File: config.mk
export PLATFORM = sky130hd
export DESIGN_NAME = keyword_substitution_cipher_unit_flat
export DESIGN_NICKNAME = d
export VERILOG_FILES = /design/src/rtl/core/kwsc_pkg.sv /design/src/rtl/core/kwsc_if.sv /design/src/rtl/core/kwsc_ctrl.sv /design/src/rtl/core/kwsc_datapath.sv /design/src/rtl/core/keyword_substitution_cipher_unit.sv /design/src/flat_wrapper.sv
export SDC_FILE = /design/constraint.sdc
export NUM_CORES = 1
export LEC_CHECK = 0
export ABC_CLOCK_PERIOD_IN_PS = 4600
export BUFFER_PORTS_ARGS = -buffer_cell sky130_fd_sc_hd__buf_2
export CORE_UTILIZATION = 24
export DETAILED_ROUTE_END_ITERATION = 12
export MAX_ROUTING_LAYER = met4
export PLACE_DENSITY = 0.43
export SLEW_MARGIN = 20
export SYNTH_ARGS = -nofsm -noshare
export SYNTH_HDL_FRONTEND = slang
export SYNTH_SLANG_ARGS = --single-unit
export TNS_END_PERCENT = 10
File: constraint.sdc
create_clock -name clk -period 4.6 [get_ports clk]
set_input_delay 0.69 -clock clk [delete_from_list [all_inputs] [get_ports clk]]
set_output_delay 0.69 -clock clk [all_outputs]
set_load 0.03 [all_outputs]
File: src/rtl/core/kwsc_pkg.sv
`timescale 1ns / 1ps
// kwsc_pkg: shared types, constants and helpers for the keyword cipher unit
// no dependencies; imported by the controller, datapath and top level

package kwsc_pkg;

  localparam int LETTER_COUNT = 26;
  localparam int IDX_W        = $clog2(LETTER_COUNT);
  localparam int CHAR_W       = 8;
  localparam int MODE_W       = 2;

  localparam logic [CHAR_W-1:0] CODE_UPPER_A = 8'h41;
  localparam logic [CHAR_W-1:0] CODE_UPPER_Z = 8'h5A;
  localparam logic [CHAR_W-1:0] CODE_LOWER_A = 8'h61;
  localparam logic [CHAR_W-1:0] CODE_LOWER_Z = 8'h7A;

  typedef enum logic [MODE_W-1:0] {
    MODE_KEY = 2'd0,
    MODE_END = 2'd1,
    MODE_ENC = 2'd2,
    MODE_DEC = 2'd3
  } mode_t;

  typedef enum logic {
    ST_IDLE = 1'b0,
    ST_WALK = 1'b1
  } state_t;

  // controller to datapath
  typedef struct packed {
    logic kw_char;
    logic walk_start;
    logic walk_step;
    logic walk_finish;
    logic text_load;
  } kwsc_cmd_t;

  // datapath to controller
  typedef struct packed {
    logic complete;
    logic walk_last;
  } kwsc_status_t;

  typedef struct packed {
    logic             ok;
    logic [IDX_W-1:0] idx;
  } letter_t;

  // letter index of a character code, either case; ok low for non-letters
  function automatic letter_t letter_index(input logic [CHAR_W-1:0] c);
    letter_t r;
    logic [CHAR_W-1:0] diff;
    r.ok  = 1'b0;
    r.idx = '0;
    diff  = '0;
    if (c >= CODE_UPPER_A && c <= CODE_UPPER_Z) begin
      diff  = c - CODE_UPPER_A;
      r.ok  = 1'b1;
      r.idx = diff[IDX_W-1:0];
    end else if (c >= CODE_LOWER_A && c <= CODE_LOWER_Z) begin
      diff  = c - CODE_LOWER_A;
      r.ok  = 1'b1;
      r.idx = diff[IDX_W-1:0];
    end
    return r;
  endfunction

endpackage

File: src/rtl/core/kwsc_if.sv
`timescale 1ns / 1ps
// kwsc_if: valid/ready channel interfaces for request items and result items
// depends on kwsc_pkg for field widths

interface kwsc_req_if;
  import kwsc_pkg::*;
  logic              valid;
  logic              ready;
  logic [MODE_W-1:0] mode;
  logic [CHAR_W-1:0] char_in;

  modport source (output valid, output mode, output char_in, input ready);
  modport sink   (input valid, input mode, input char_in, output ready);
endinterface

interface kwsc_rsp_if;
  import kwsc_pkg::*;
  logic              valid;
  logic              ready;
  logic [CHAR_W-1:0] char_out;
  logic              not_ready;

  modport source (output valid, output char_out, output not_ready, input ready);
  modport sink   (input valid, input char_out, input not_ready, output ready);
endinterface

File: src/rtl/core/kwsc_ctrl.sv
`timescale 1ns / 1ps
// kwsc_ctrl: control state machine for the keyword cipher unit
// depends on kwsc_pkg; drives commands to kwsc_datapath and owns the handshakes

module kwsc_ctrl (
  input  logic                  clk,
  input  logic                  rst,
  input  logic                  req_valid,
  input  kwsc_pkg::mode_t       req_mode,
  output logic                  req_ready,
  output logic                  rsp_valid,
  input  logic                  rsp_ready,
  input  kwsc_pkg::kwsc_status_t status,
  output kwsc_pkg::kwsc_cmd_t   cmd
);
  import kwsc_pkg::*;

  state_t state;
  state_t state_next;
  logic   pend_valid;
  logic   pend_valid_next;
  logic   accept;

  always_ff @(posedge clk) begin
    if (rst) begin
      state      <= ST_IDLE;
      pend_valid <= 1'b0;
    end else begin
      state      <= state_next;
      pend_valid <= pend_valid_next;
    end
  end

  always_comb begin
    state_next      = state;
    cmd             = '0;
    req_ready       = 1'b0;
    accept          = 1'b0;
    case (state)
      ST_IDLE: begin
        req_ready = !pend_valid || rsp_ready;
        accept    = req_valid && req_ready;
        if (accept) begin
          case (req_mode)
            MODE_KEY: cmd.kw_char = 1'b1;
            MODE_END: begin
              // a second keyword end leaves the tables alone
              if (!status.complete) begin
                cmd.walk_start = 1'b1;
                state_next     = ST_WALK;
              end
            end
            MODE_ENC, MODE_DEC: cmd.text_load = 1'b1;
            default: cmd = '0;
          endcase
        end
      end
      ST_WALK: begin
        cmd.walk_step = 1'b1;
        if (status.walk_last) begin
          cmd.walk_finish = 1'b1;
          state_next      = ST_IDLE;
        end
      end
      default: state_next = ST_IDLE;
    endcase

    if (cmd.text_load) begin
      pend_valid_next = 1'b1;
    end else if (rsp_ready) begin
      pend_valid_next = 1'b0;
    end else begin
      pend_valid_next = pend_valid;
    end
  end

  assign rsp_valid = pend_valid;

  a_text_gives_result: assert property (@(posedge clk) disable iff (rst)
    cmd.text_load |=> rsp_valid)
    else $error("text item accepted but no result pending");

  a_walk_blocks_input: assert property (@(posedge clk) disable iff (rst)
    cmd.walk_start |=> (state == ST_WALK) && !req_ready)
    else $error("input taken during alphabet fill walk");

  a_finish_on_last: assert property (@(posedge clk) disable iff (rst)
    cmd.walk_finish |-> cmd.walk_step && status.walk_last)
    else $error("fill walk ended off its last letter");

endmodule

File: src/rtl/core/kwsc_datapath.sv
`timescale 1ns / 1ps
// kwsc_datapath: cipher tables, alphabet fill state and result registers
// depends on kwsc_pkg; commanded by kwsc_ctrl

module kwsc_datapath (
  input  logic                    clk,
  input  logic                    rst,
  input  kwsc_pkg::kwsc_cmd_t     cmd,
  output kwsc_pkg::kwsc_status_t  status,
  input  logic                    req_mode_dec,
  input  logic [kwsc_pkg::CHAR_W-1:0] char_in,
  output logic [kwsc_pkg::CHAR_W-1:0] char_out,
  output logic                    not_ready
);
  import kwsc_pkg::*;

  // forward and inverse tables; written together as each letter is appended
  logic [IDX_W-1:0] fwd_mem [LETTER_COUNT];
  logic [IDX_W-1:0] inv_mem [LETTER_COUNT];

  logic [LETTER_COUNT-1:0] used;
  logic [IDX_W-1:0]        fill;
  logic                    complete;
  logic [IDX_W-1:0]        walk_k;

  // pending result
  logic [IDX_W-1:0]  rd_fwd;
  logic [IDX_W-1:0]  rd_inv;
  logic [CHAR_W-1:0] pend_char;
  logic              pend_letter;
  logic              pend_dec;
  logic              pend_not_ready;

  letter_t                 in_letter;
  logic [LETTER_COUNT-1:0] used_eff;
  logic [IDX_W-1:0]        fill_eff;
  logic [IDX_W-1:0]        app_idx;
  logic                    app_en;
  logic                    app_do;
  logic [LETTER_COUNT-1:0] used_next;
  logic [IDX_W-1:0]        fill_next;
  logic [IDX_W-1:0]        sel_idx;

  always_comb begin
    in_letter = letter_index(char_in);
    // a keyword character after completion starts over
    if (cmd.kw_char && complete) begin
      used_eff = '0;
      fill_eff = '0;
    end else begin
      used_eff = used;
      fill_eff = fill;
    end
    app_idx = cmd.walk_step ? walk_k : in_letter.idx;
    app_en  = (cmd.kw_char && in_letter.ok) || cmd.walk_step;
    app_do  = app_en && (fill_eff < IDX_W'(LETTER_COUNT)) && !used_eff[app_idx];
    used_next = used_eff;
    fill_next = fill_eff;
    if (app_do) begin
      used_next[app_idx] = 1'b1;
      fill_next          = fill_eff + IDX_W'(1);
    end
  end

  always_ff @(posedge clk) begin
    if (rst) begin
      used     <= '0;
      fill     <= '0;
      complete <= 1'b0;
      walk_k   <= '0;
    end else begin
      used <= used_next;
      fill <= fill_next;
      if (cmd.kw_char) begin
        complete <= 1'b0;
      end else if (cmd.walk_finish) begin
        complete <= 1'b1;
      end
      if (cmd.walk_start) begin
        walk_k <= '0;
      end else if (cmd.walk_step) begin
        walk_k <= walk_k + IDX_W'(1);
      end
    end
  end

  always_ff @(posedge clk) begin
    if (app_do) begin
      fwd_mem[fill_eff] <= app_idx;
      inv_mem[app_idx]  <= fill_eff;
    end
  end

  always_ff @(posedge clk) begin
    if (cmd.text_load) begin
      rd_fwd         <= fwd_mem[in_letter.idx];
      rd_inv         <= inv_mem[in_letter.idx];
      pend_char      <= char_in;
      pend_letter    <= in_letter.ok;
      pend_dec       <= req_mode_dec;
      pend_not_ready <= !complete;
    end
  end

  always_comb begin
    sel_idx = pend_dec ? rd_inv : rd_fwd;
    if (!pend_not_ready && pend_letter) begin
      char_out = CODE_UPPER_A + CHAR_W'(sel_idx);
    end else begin
      char_out = pend_char;
    end
  end

  assign not_ready        = pend_not_ready;
  assign status.complete  = complete;
  assign status.walk_last = (walk_k == IDX_W'(LETTER_COUNT - 1));

  a_count_matches_used: assert property (@(posedge clk) disable iff (rst)
    $countones(used) == int'(fill))
    else $error("fill count out of step with used letters");

  a_complete_is_full: assert property (@(posedge clk) disable iff (rst)
    complete |-> (fill == IDX_W'(LETTER_COUNT)) && (&used))
    else $error("alphabet marked complete while not full");

  a_finish_sets_complete: assert property (@(posedge clk) disable iff (rst)
    cmd.walk_finish |=> complete)
    else $error("fill walk ended without completing the alphabet");

endmodule

File: src/rtl/core/keyword_substitution_cipher_unit.sv
`timescale 1ns / 1ps
// keyword_substitution_cipher_unit: top level of the keyword cipher
// depends on kwsc_pkg, kwsc_if, kwsc_ctrl and kwsc_datapath
//
// usage:
//   request carries one item per handshake: mode and char_in. mode keyword
//   character appends an unused letter to the cipher alphabet, keyword end
//   fills in the remaining letters A to Z, encrypt and decrypt map a letter
//   through the tables and pass other characters unchanged.
//   result carries char_out and not_ready, one item per encrypt or decrypt
//   item; keyword items give no result. not_ready is set for text sent
//   before the alphabet is complete.
//   a result is valid in the cycle after its item is accepted.
//   keyword and text items can be taken back to back; a keyword end item
//   on an incomplete alphabet walks the 26 letters, one per cycle, and no
//   item is taken until the walk is done. a stalled result holds; a new
//   item is taken in the cycle the held result is taken, so outside a walk
//   items stream at one per cycle while result.ready is high.
//   reset (rst, synchronous) empties the alphabet and drops any held result;
//   the tables themselves are rewritten by the next keyword.

module keyword_substitution_cipher_unit (
  input  logic            clk,
  input  logic            rst,
  kwsc_req_if.sink        request,
  kwsc_rsp_if.source      result
);
  import kwsc_pkg::*;

  kwsc_cmd_t    cmd;
  kwsc_status_t status;
  mode_t        req_mode;

  assign req_mode = mode_t'(request.mode);

  kwsc_ctrl u_ctrl (
    .clk       (clk),
    .rst       (rst),
    .req_valid (request.valid),
    .req_mode  (req_mode),
    .req_ready (request.ready),
    .rsp_valid (result.valid),
    .rsp_ready (result.ready),
    .status    (status),
    .cmd       (cmd)
  );

  kwsc_datapath u_datapath (
    .clk          (clk),
    .rst          (rst),
    .cmd          (cmd),
    .status       (status),
    .req_mode_dec (req_mode == MODE_DEC),
    .char_in      (request.char_in),
    .char_out     (result.char_out),
    .not_ready    (result.not_ready)
  );

endmodule

File: src/flat_wrapper.sv
// flat-port wrapper written by rule: the top's interface ports become plain ports
module keyword_substitution_cipher_unit_flat import kwsc_pkg::*;
  (clk, rst, request_valid, request_mode, request_char_in, request_ready, result_valid, result_char_out, result_not_ready, result_ready);
  kwsc_req_if request_i ();
  kwsc_rsp_if result_i ();
  input  logic clk;
  input  logic rst;
  input wire logic [$bits(request_i.valid)-1:0] request_valid;
  input wire logic [$bits(request_i.mode)-1:0] request_mode;
  input wire logic [$bits(request_i.char_in)-1:0] request_char_in;
  output wire logic [$bits(request_i.ready)-1:0] request_ready;
  output wire logic [$bits(result_i.valid)-1:0] result_valid;
  output wire logic [$bits(result_i.char_out)-1:0] result_char_out;
  output wire logic [$bits(result_i.not_ready)-1:0] result_not_ready;
  input wire logic [$bits(result_i.ready)-1:0] result_ready;
  assign request_i.valid = request_valid;
  assign request_i.mode = request_mode;
  assign request_i.char_in = request_char_in;
  assign request_ready = request_i.ready;
  assign result_valid = result_i.valid;
  assign result_char_out = result_i.char_out;
  assign result_not_ready = result_i.not_ready;
  assign result_i.ready = result_ready;
  keyword_substitution_cipher_unit u_core (.clk(clk), .rst(rst), .request(request_i), .result(result_i));
endmodule
==> results.ini, run 1 <==
[run_status]
status = finished, final reports clean

[timing]
max_freq_mhz = 264
tightest_slew_ps = 1100
drv_slew = 0
final-hold-violation-count = 0
rsz0062_at_grt = false
post-route-period-util_pct = 82.4
period_minus_slack_ps = 3790
relSlewSlack_pct = 25.9
fin_ws_ps = 811
fin_skew_ps = 32.6
finalSetupViolations = 0
final.setup.tns_ps = 0

[yosys]
synth.distinct_cells = 73
synth_area_per_cell_um2 = 12.1
ys_ff_latch = 320
synth_ff_type = edfxtp_1
yosys.area_share.simple_pct = 16.0
syn_inst = 1174
synthXorXnorAreaFrac_pct = 0.619
syn_nets = 1198
ys_warn_count = 0
synthMuxAreaShare_pct = 1.86
synth_edf_count = 281
ys_seq_area_share_pct = 65.1
synth_top_family_by_area = simple AND/OR/NAND/NOR gates
async_flop_share_pct = 0
netlist_area_mm2 = 0.0142
synth_compound_area_share_pct = 12.9
synthAdderAreaFrac_pct = 0.884

[detailed_routing]
first_iter_violations = 779
drc = 0
detail-route-antenna-nets = 0
dr.pass1.iters = 5
drt-total-wl_mm = 42.7
wl_per_cell_um = 21.1
via_per_inst = 4.84
via_count = 9796

[critical_path]
end_kind = flip-flop
critPathMaxFanout = 45
required_ps = 4810
crit_buf_inv = 4
crit_arrival_ps = 4000
cp_cell_sequence = buf_2 > buf_4 > ha_1 > o21ai_0 > o31a_1 > buf_4 > a222oi_1 > a2111oi_2 > a31o_2 > nor3_4 > buf_12 > and3_1
cp-start-kind = primary input
critPathMaxStageDelay_ps = 500
slowest_stage = a222oi_1
crit_family = compound AO/OA/AOI/OAI gates
path_class = primary input to flip-flop
cpMostUsedCell = buf_4

[finish]
n_fill_cell = 5919
layout_common_cells = 281 x edfxtp_1, 189 x nand2_1, 77 x nor2_1
layout_commonest_cell = edfxtp_1
final_core_util_pct = 28.7
n_antenna_cell = 0
layout.nets = 1260
drive_above_1_share_pct = 15.2
area_growth_pct = 17.5

[cts]
cts_resized = 0
worstSkewPairLatency_ps = 560
numCtsBuffers = 35
path_clk_slew_ps = 60
clkSinkCount = 320
cts_tree = yes
ctsHoldBuffers = 0
clockBufferDepth = 3
cts-root-buf = clkbuf_16
htree_levels = 2
postCtsSetupBuffers = 0

[power]
powerDensity_mw_per_mm2 = 380
total_power_mw = 6.31
leakage_nw = 5.58
ir_drop_mv = 0.191

[global_routing]
antenna_found_initial = 0
grt_first_pass_wirelength_mm = 63.8
grt_max_degree = 46
track_usage_pct = 14.6
grt_pass1_vias = 9704
grt.overflow.total = 0

[die]
die_w_um = 245
coreArea_mm2 = 0.0580
ios = 25
fp.dieH_um = 245
die_area_mm2 = 0.0600
start_util_pct = 24.4
num_rows = 88

[placed_design]
io_buffer_count = 24
gp_congestion = 0.840
dp_slack_ps = 201
hpwl_mm = 28.9

[hold_path]
hp-class = primary input to flip-flop

[run]
max-cap-violations = 0

-- per-layer routing --
metal / track usage, % / share of wire [%] / up-vias
li1: - / - / 4614
met1: 19.3 / 47 / 4906
met2: 23.1 / 47 / 216
met3: 2.09 / 3.7 / 60
met4: 4.36 / 2.4 / 0
met5: - / 0 / -
-- Yosys cell counts, types with 13 or more instances --
library cell,number,area [um^2]
nand3_1,41,205
dfxtp_1,39,781
a32o_1,21,210
a31oi_1,13,81.3
o21ai_0,57,285
edfxtp_1,281,8440
nand2_1,189,709
nor2_1,81,304
nor2b_1,14,87.6
nor3_1,14,70.1
and3_1,43,269
mux2i_1,15,150
or3_1,37,231
a21oi_1,20,100
clkbuf_1,59,221
o211ai_1,32,240
inv_1,14,52.6
-- cells by family (layout without fill, tap and decap cells) --
family / count (synthesis) / in the layout
simple gates: 470 / 470
flops: 320 / 320
compound gates: 247 / 247
buf+inv: 92 / 178
mux: 25 / 25
fa+ha+maj: 10 / 10
xor+xnor: 10 / 10
-- worst paths after layout --
| kind | start | slack [ps] | end | depth (start not counted) |
|---|---|---|---|---|
| setup / recovery | request_char_in[0] | 810 | u_core.u_datapath.fwd_mem[20][1] | 12 |
| hold / removal | request_char_in[6] | 330 | u_core.u_datapath.pend_char[6] | 1 |
| setup reg to reg | u_core.u_ctrl.state | 900 | u_core.u_datapath.fwd_mem[20][1] | 10 |
| hold reg to reg | u_core.u_datapath.used[16] | 460 | u_core.u_datapath.used[16] | 2 |
-- area by class of cell --
class                   count  area [um^2]  area share, %
flip-flops and latches    320         9220           55.4
inverters                  16         60.1          0.361
multi-input cells         762         4610           27.7
repair buffers            101          736           4.42
clock buffers              45          918           5.52
clock inverters            16          125          0.752
well taps                 765          957           5.76
-- state kept, by name (all words and copies together) (netlist names), 5 cells and up --
register,cells
u_core.u_datapath.fill,5
u_core.u_datapath.fwd_mem,130
u_core.u_datapath.inv_mem,130
u_core.u_datapath.pend_char,8
u_core.u_datapath.rd_fwd,5
u_core.u_datapath.rd_inv,5
u_core.u_datapath.used,26
u_core.u_datapath.walk_k,5
-- where the power goes --
part | switching, mW | total (mW) | internal [mW]
Combinational | 0.346 | 0.499 | 0.153
Sequential | 0.0183 | 3.19 | 3.17
Clock | 1.15 | 2.63 | 1.48
-- through the flow --
stage / hold slack, ps / area (um^2) / instances
3_5_place_dp: 444 / 15600 / 1964
2_1_floorplan: 420 / 14200 / 1174
3_3_place_gp: 439 / 15600 / 1964
4_1_cts: 291 / 16600 / 2025
5_1_grt: 322 / 16600 / 2025
6_report: 329 / 16600 / 2025
No activity file was read; power rests on OpenSTA's default activity.
==> inputs of run 2 (changes only) <==
--- a/config.mk
+++ b/config.mk
@@ -5,12 +5,12 @@
 export SDC_FILE = /design/constraint.sdc
 export NUM_CORES = 1
 export LEC_CHECK = 0
-export ABC_CLOCK_PERIOD_IN_PS = 4600
+export ABC_CLOCK_PERIOD_IN_PS = 3500
 export BUFFER_PORTS_ARGS = -buffer_cell sky130_fd_sc_hd__buf_2
 export CORE_UTILIZATION = 24
 export DETAILED_ROUTE_END_ITERATION = 12
 export MAX_ROUTING_LAYER = met4
-export PLACE_DENSITY = 0.43
+export PLACE_DENSITY = 0.42
 export SLEW_MARGIN = 20
 export SYNTH_ARGS = -nofsm -noshare
 export SYNTH_HDL_FRONTEND = slang
==> constraint.sdc (replaced) <==
create_clock -name clk -period 3.5 [get_ports clk]
set_input_delay 0.525 -clock clk [delete_from_list [all_inputs] [get_ports clk]]
set_output_delay 0.525 -clock clk [all_outputs]
set_load 0.03 [all_outputs]
==> results.ini, run 2 (synthesis results as in run 1) <==
[power]
powerDensity_mw_per_mm2 = 488
p_int_mw = 6.56
swShare_pct = 23.9
p_seq_share_pct = 48.5
ir_drop_mv = 0.330
pwr-share-clk_pct = 42.5
leakage_nw = 6.10
switching_power_mw = 2.06
pwr-share-comb_pct = 9.0

[detailed_routing]
drt-total-wl_mm = 43.5
drc = 0
dr.pass1.iters = 5
wl_per_cell_um = 20.6
via_count = 10100
first_iter_violations = 691
detail-route-antenna-nets = 0
via_per_inst = 4.76

[finish]
largestRegisters = u_core.u_datapath.fwd_mem (130), u_core.u_datapath.inv_mem (130), u_core.u_datapath.used (26)
n_fill_cell = 5920
n_antenna_cell = 0
layout_common_cells = 281 x edfxtp_1, 189 x nand2_1, 153 x buf_4
layout_commonest_cell = edfxtp_1
layout.nets = 1348
drive_above_1_share_pct = 22.7
area_growth_pct = 24.9

[timing]
fin_skew_ps = 32.9
finalSetupViolations = 0
fin_ws_ps = 251
final.setup.tns_ps = 0
tightest_slew_ps = 815
max_freq_mhz = 308
relSlewSlack_pct = 45.4
post-route-period-util_pct = 92.8
rsz0062_at_grt = false
final-hold-violation-count = 0
period_minus_slack_ps = 3250
drv_slew = 0

[hold_path]
hp-class = primary input to flip-flop

[die]
fp.dieH_um = 245
die_w_um = 245
num_rows = 88
die_area_mm2 = 0.0600
coreArea_mm2 = 0.0580
ios = 25
start_util_pct = 24.4

[critical_path]
crit_arrival_ps = 3460
end_kind = flip-flop
required_ps = 3710
path_class = flip-flop to flip-flop
cp-start-kind = flip-flop
critPathMaxFanout = 26

[global_routing]
grt.overflow.total = 0
grt_pass1_vias = 10200
grt_first_pass_wirelength_mm = 65.2
grt_max_degree = 52
track_usage_pct = 15.1
antenna_found_initial = 0

[cts]
numCtsBuffers = 36
clockBufferDepth = 3
htree_levels = 2
cts-root-buf = clkbuf_16
clkSinkCount = 320
cts_tree = yes
worstSkewPairLatency_ps = 570
path_clk_slew_ps = 60
postCtsSetupBuffers = 0

[placed_design]
hpwl_mm = 30.0
io_buffer_count = 24
gp_congestion = 0.865
dp_slack_ps = -264

[run]
max-cap-violations = 0

[run_status]
status = finished, final reports clean

## run 2: power by group through the flow
stage | Sequential (mW) | Combinational [mW] | Clock, mW
after detailed placement | 4.27 | 0.787 | 0
after CTS | 4.19 | 0.789 | 3.78
after global placement | 4.27 | 0.786 | 0
final | 4.19 | 0.779 | 3.66
after global routing | 4.18 | 0.843 | 3.90
after floorplan | 4.26 | 0.416 | 0
## run 2: metrics by stage
| step | power [mW] | util, % | cells | area (um^2) | hold slack [ps] |
|---|---|---|---|---|---|
| 6_report | 8.63 | 30.5 | 2112 | 17700 | 184 |
| 5_1_grt | 8.92 | 30.5 | 2112 | 17700 | 164 |
| 4_1_cts | 8.75 | 30.5 | 2112 | 17700 | 158 |
| 3_5_place_dp | 5.05 | 28.5 | 2051 | 16600 | 438 |
| 3_3_place_gp | 5.05 | 28.5 | 2051 | 16600 | 438 |
| 2_1_floorplan | 4.67 | - | 1174 | 14400 | 420 |
## run 2: routing by layer
metal  share of wire, %  routed length [um]  vias up  global-route usage (%)
met5                  0                   0        -                       -
met4                2.2                 952        0                    4.56
met3                3.9                1690       56                    1.80
met2                 49               21300      203                    25.1
met1                 45               19600     5023                    19.1
li1                   -                   -     4773                       -
## run 2: timing repair
action | 4_1_cts | 5_1_grt
gates resized for setup | 0 | 1
setup endpoints to repair | 0 | 25
hold buffers | 0 | 0
## run 2: final timing paths
path                                    start                              end  slack (ps)  depth (start not counted)
setup / recovery  u_core.u_datapath.walk_k[1]  u_core.u_datapath.inv_mem[4][4]         250                          9
hold / removal             request_char_in[6]   u_core.u_datapath.pend_char[6]         180                          1
setup reg to reg  u_core.u_datapath.walk_k[1]  u_core.u_datapath.inv_mem[4][4]         250                          9
hold reg to reg    u_core.u_datapath.used[25]       u_core.u_datapath.used[25]         450                          2
## run 2: critical path, stage by stage, from the launching register on
cell,delay [ps]
dfxtp_1,540
mux2_2,380
a22oi_1,220
nor2_1,110
nor4_2,330
a211oi_1,170
a211o_4,330
nor3_4,220
buf_12,210
and3_1,390
## run 2: final cells by class
cell class              count  area (um^2)  area share (%)
clock inverters            20          201            1.14
inverters                  16         83.8           0.474
well taps                 765          957            5.41
multi-input cells         762         4820            27.2
repair buffers            188         1490            8.42
flip-flops and latches    320         9220            52.1
clock buffers              41          920            5.20
